===== src/rtl/mtfzr_pkg.sv =====
// ----------------------------------------------------------------------------
// mtfzr_pkg: shared types and constants of the move-to-front run coder
// Controller states, command and status structs, and symbol codes.
// ----------------------------------------------------------------------------
package mtfzr_pkg;

	localparam int unsigned SYM_W = 9;
	localparam logic [SYM_W-1:0] SYM_RUNA = 9'd0;
	localparam logic [SYM_W-1:0] SYM_RUNB = 9'd1;

	typedef enum logic [1:0] {
		ST_IDLE,
		ST_FLUSH,
		ST_EMIT,
		ST_TAIL
	} state_t;

	// Commands from the controller to the datapath.
	typedef struct packed {
		logic take;       // Search the list and latch the byte.
		logic run_step;   // Emit one run digit and shrink the run.
		logic emit_pos;   // Emit the position symbol and update the list.
		logic list_reset; // Return the list to identity order.
		logic last;       // Mark the word as last of its item.
	} cmd_t;

	// Status from the datapath to the controller.
	typedef struct packed {
		logic front_hit;   // Latched byte was found at the front.
		logic run_nonzero; // Pending run is not zero.
		logic run_final;   // Current digit is the last of the run.
		logic eob;         // Latched end-of-block flag.
		logic in_front;    // Incoming byte sits at the front now.
	} stat_t;

endpackage


===== src/rtl/mtfzr_ctrl.sv =====
// ----------------------------------------------------------------------------
// mtfzr_ctrl: sequencing of run flushes, position symbols and output handshake
// Drives one output word per step into a holding register.
// ----------------------------------------------------------------------------
module mtfzr_ctrl
	import mtfzr_pkg::*;
(
	input  logic  clk,
	input  logic  arst_n,
	input  logic  in_valid,
	input  logic  in_eob,
	output logic  in_ready,
	input  stat_t stat,
	input  logic  out_free,
	output cmd_t  cmd
);

	state_t state_q, state_d;
	logic busy_fire;

	assign busy_fire = in_valid && in_ready;

	// Next state.
	always_comb begin
		state_d = state_q;
		case (state_q)
			ST_IDLE: begin
				// Front hit without end of block stays idle.
				if (busy_fire && !(stat.in_front && !in_eob)) state_d = ST_FLUSH;
			end
			ST_FLUSH: begin
				if (out_free) begin
					if (!stat.run_nonzero) begin
						// No run: the position symbol went out in this cycle.
						state_d = stat.eob ? ST_TAIL : ST_IDLE;
					end else if (stat.run_final) begin
						state_d = stat.front_hit ? ST_IDLE : ST_EMIT;
					end
				end
			end
			ST_EMIT: begin
				if (out_free) state_d = stat.eob ? ST_TAIL : ST_IDLE;
			end
			ST_TAIL: begin
				// Eob after a position symbol: list already reset, run is zero.
				state_d = ST_IDLE;
			end
			default: state_d = ST_IDLE;
		endcase
	end

	always_ff @(posedge clk or negedge arst_n) begin
		if (!arst_n) state_q <= ST_IDLE;
		else state_q <= state_d;
	end

	// Outputs.
	always_comb begin
		cmd = '0;
		in_ready = 1'b0;
		case (state_q)
			ST_IDLE: begin
				in_ready = 1'b1;
				cmd.take = busy_fire;
			end
			ST_FLUSH: begin
				if (out_free && stat.run_nonzero) begin
					cmd.run_step = 1'b1;
					cmd.last = stat.front_hit && stat.run_final;
					cmd.list_reset = stat.front_hit && stat.run_final && stat.eob;
				end else if (out_free && !stat.front_hit) begin
					cmd.emit_pos = 1'b1;
					cmd.last = 1'b1;
					cmd.list_reset = stat.eob;
				end
			end
			ST_EMIT: begin
				if (out_free) begin
					cmd.emit_pos = 1'b1;
					cmd.last = 1'b1;
					cmd.list_reset = stat.eob;
				end
			end
			ST_TAIL: ;
			default: ;
		endcase
	end

endmodule


===== config.mk =====
export PLATFORM = sky130hd
export DESIGN_NAME = mtfzr_ctrl
export DESIGN_NICKNAME = d
export VERILOG_FILES = /design/src/rtl/mtfzr_pkg.sv /design/src/rtl/mtfzr_ctrl.sv
export SDC_FILE = /design/constraint.sdc
export NUM_CORES = 1
export LEC_CHECK = 0
export BUFFER_PORTS_ARGS = -buffer_cell sky130_fd_sc_hd__buf_2
export CAP_MARGIN = 10
export CORE_AREA = 2 2 39 41
export CTS_BUF_LIST = sky130_fd_sc_hd__clkbuf_8
export DETAILED_ROUTE_END_ITERATION = 16
export DIE_AREA = 0 0 41 43
export GPL_TIMING_DRIVEN = 0
export PLACE_DENSITY = 0.43
export SYNTH_ARGS = -nofsm -noshare
export SYNTH_HDL_FRONTEND = slang
export SYNTH_SLANG_ARGS = --single-unit

===== constraint.sdc =====
create_clock -name clk -period 1.3 [get_ports clk]
set_clock_uncertainty 0.1 [all_clocks]
set_input_delay 0.26 -clock clk [delete_from_list [all_inputs] [get_ports clk]]
set_output_delay 0.26 -clock clk [all_outputs]
set_load 0.02 [all_outputs]

==> results.toml <==
[pwr]
p_leak_uw = 0.0002706
switching_power_uw = 613.6
ir_worst_vdd_v = 0.001357
p_seq_frac = 0.089
pwr_density_cell_mw_per_mm2 = 2571
p_clk_frac = 0.157
intPower_uw = 930.3
power_frac_comb = 0.754
swShare = 0.3974
p_total_uw = 1544

[global_routing]
grt_max_degree = 8
grt_pass1_vias = 279
antenna_found_initial = 0
grt_usage = 0.09930
grt_pass1_wl_mm = 1.159
overflow = 0

[setup_path]
crit_path_end_kind = "output pin"
crit_required_ps = 940
worstSetupPathType = "reg2out"
cp-start-kind = "flip-flop"
cp.arrival_ps = 1310
cp_max_fo = 4
r2r_setup_slack_ps = -150

[floorplanning]
rows = 14
die_height_um = 43
die_area_mm2 = 0.001763
start_util = 0.1808
ios = 16
core-area_mm2 = 0.001384
die_w_um = 41

[clock_network]
cts_max_level = 1
clkSinkCount = 2
cts_tree = "built"
clk_path_buf_depth = 2
clkTransAtPathRegs_ps = 30
cts_buffers = 3
clk_latency_ps = 210
cts_root_buffer = "clkbuf_8"

[place]
dpl.cell_count = 62
io_buffers = 15
place_area_um2 = 361.6
gp_congestion = 0.6583
dpl.hpwl_um = 469.3

[layout]
syn2layout_area_growth_pct = 140.0
final_common_cell = "buf_2"
largestRegisters = "state_q: 2 flops"
nets = 73
largest_reg_flops = 2
final_cell_mix = "buf_2 (9), buf_4 (8), buf_6 (6)"
design_area_um2 = 600.6
diodes = 0
regMostFlops = "state_q"
drive_gt1_frac = 0.8276
final_core_util = 0.4340
final_cells = 74

[routing]
routed_wl_um = 759
vias_per_cell = 4.270
wl_per_cell_um = 10.26
drc = 0
dr.pass1.iters = 4
ant_nets = 0
route.vias.total = 316
drtIter0Drc = 3

[logic_synthesis]
seq_area_frac_synth = 0.2000
synth.avg_cell_area_um2 = 8.072
synth_top_area_frac = 0.2000
synthCells = 31
ys_types = 20
syn-num-nets = 44
synthesis.area_um2 = 250.2
synth_top_area_cell = "dfrtp_1"
yosys_warnings = 0
synth_seq_cells = 2
synth_area_leaders = "dfrtp_1 (20%), ha_1 (15%), a2bb2oi_2 (6.0%)"

[hold_path]
min_path_type = "in2async"

[timing]
maxSlewHeadroom = 0.8420
rsz0062_at_grt = "true"
worst_pin_slew_ps = 235.4
period_share = 1.284
fmax_mhz = 599.1
hold_viol = 0
setup_ws_ps = -369.3
setup_viol = 8
period_minus_slack_ps = 1669
slew_violations = 0

[run_status]
status = "finished, violations left"
failed_checks = "negative setup slack"

[flow_run]
max_cap_viol_count = 0
## per-layer routing
| layer | up-vias | wire length (µm) | GRT usage |
|---|---|---|---|
| li1 | 163 | - | - |
| met1 | 142 | 320 | 0.1250 |
| met2 | 11 | 391 | 0.1406 |
| met3 | 0 | 47 | 0.01571 |
| met4 | 0 | 0 | 0.08000 |
| met5 | - | 0 | 0 |
## cell families (layout without fill, tap and decap cells)
family,count (synthesis),after routing,share of synthesized area
simple gates,14,14,0.3150
compound gates,9,9,0.2900
fa+ha+maj,3,3,0.1500
flops,2,2,0.2000
buf+inv,3,30,0.04500
## worst paths after layout
| path | end | cells past startpoint | start |
|---|---|---|---|
| setup / recovery | cmd[2] | 6 | state_q[1] |
| hold reg to reg | state_q[0] | 2 | state_q[0] |
| max in group asynchronous | state_q[0] | 2 | arst_n |
| setup reg to reg | state_q[1] | 6 | state_q[0] |
| hold / removal | state_q[1] | 2 | arst_n |
| min in group clk | state_q[0] | 4 | stat[1] |
## area by class of cell
cell class,instances,area (µm²)
fillers,139,783.3
multi-input cells,26,291.5
repair buffers,24,182.7
flip-flops and latches,2,51.30
clock buffers,3,41.29
well taps,16,20.02
inverters,3,13.76
## per-stage QoR
stage / setup TNS (ps) / setup WS [ps] / hold WS (ps)
6_report: -1866 / -369.3 / 267.9
5_1_grt: -2308 / -437.2 / 263.7
4_1_cts: -1866 / -412.9 / 256.9
3_5_place_dp: -1248 / -303.9 / -53.61
3_3_place_gp: -1276 / -333.6 / -54.42
2_1_floorplan: -572.5 / -180.9 / -135.6
## cell usage after synthesis (all sizes together)
master	number
a21oi	2
nand3	1
and3	1
nand2	3
nand3b	1
o21bai	1
nor2b	1
nor3b	2
and2	1
ha	3
o21ai	4
inv	3
o2bb2ai	1
nor2	4
dfrtp	2
a2bb2oi	1
## critical path: stages, from the launching register on
cell	delay, ps
dfrtp_1	370
inv_2	110
ha_4	160
nor3b_2	160
nor2_1	70
nor2_2	90
buf_4	140
## what timing repair did
action                                  4_1_cts  5_1_grt
pin swaps                                     5        5
gates resized for setup                      27        5
setup buffers                                 6        3
endpoints found under the hold margin         2        0
endpoints found under the setup margin        8        8
hold buffers                                  1        0
## power groups by stage
stage	Combinational (µW)	Sequential [µW]	Clock, µW
6_report	1160	138	242
3_5_place_dp	609	121	0
2_1_floorplan	482	116	0
5_1_grt	1240	147	257
4_1_cts	1060	127	252
3_3_place_gp	607	122	0
No activity file was read; power rests on OpenSTA's default activity.
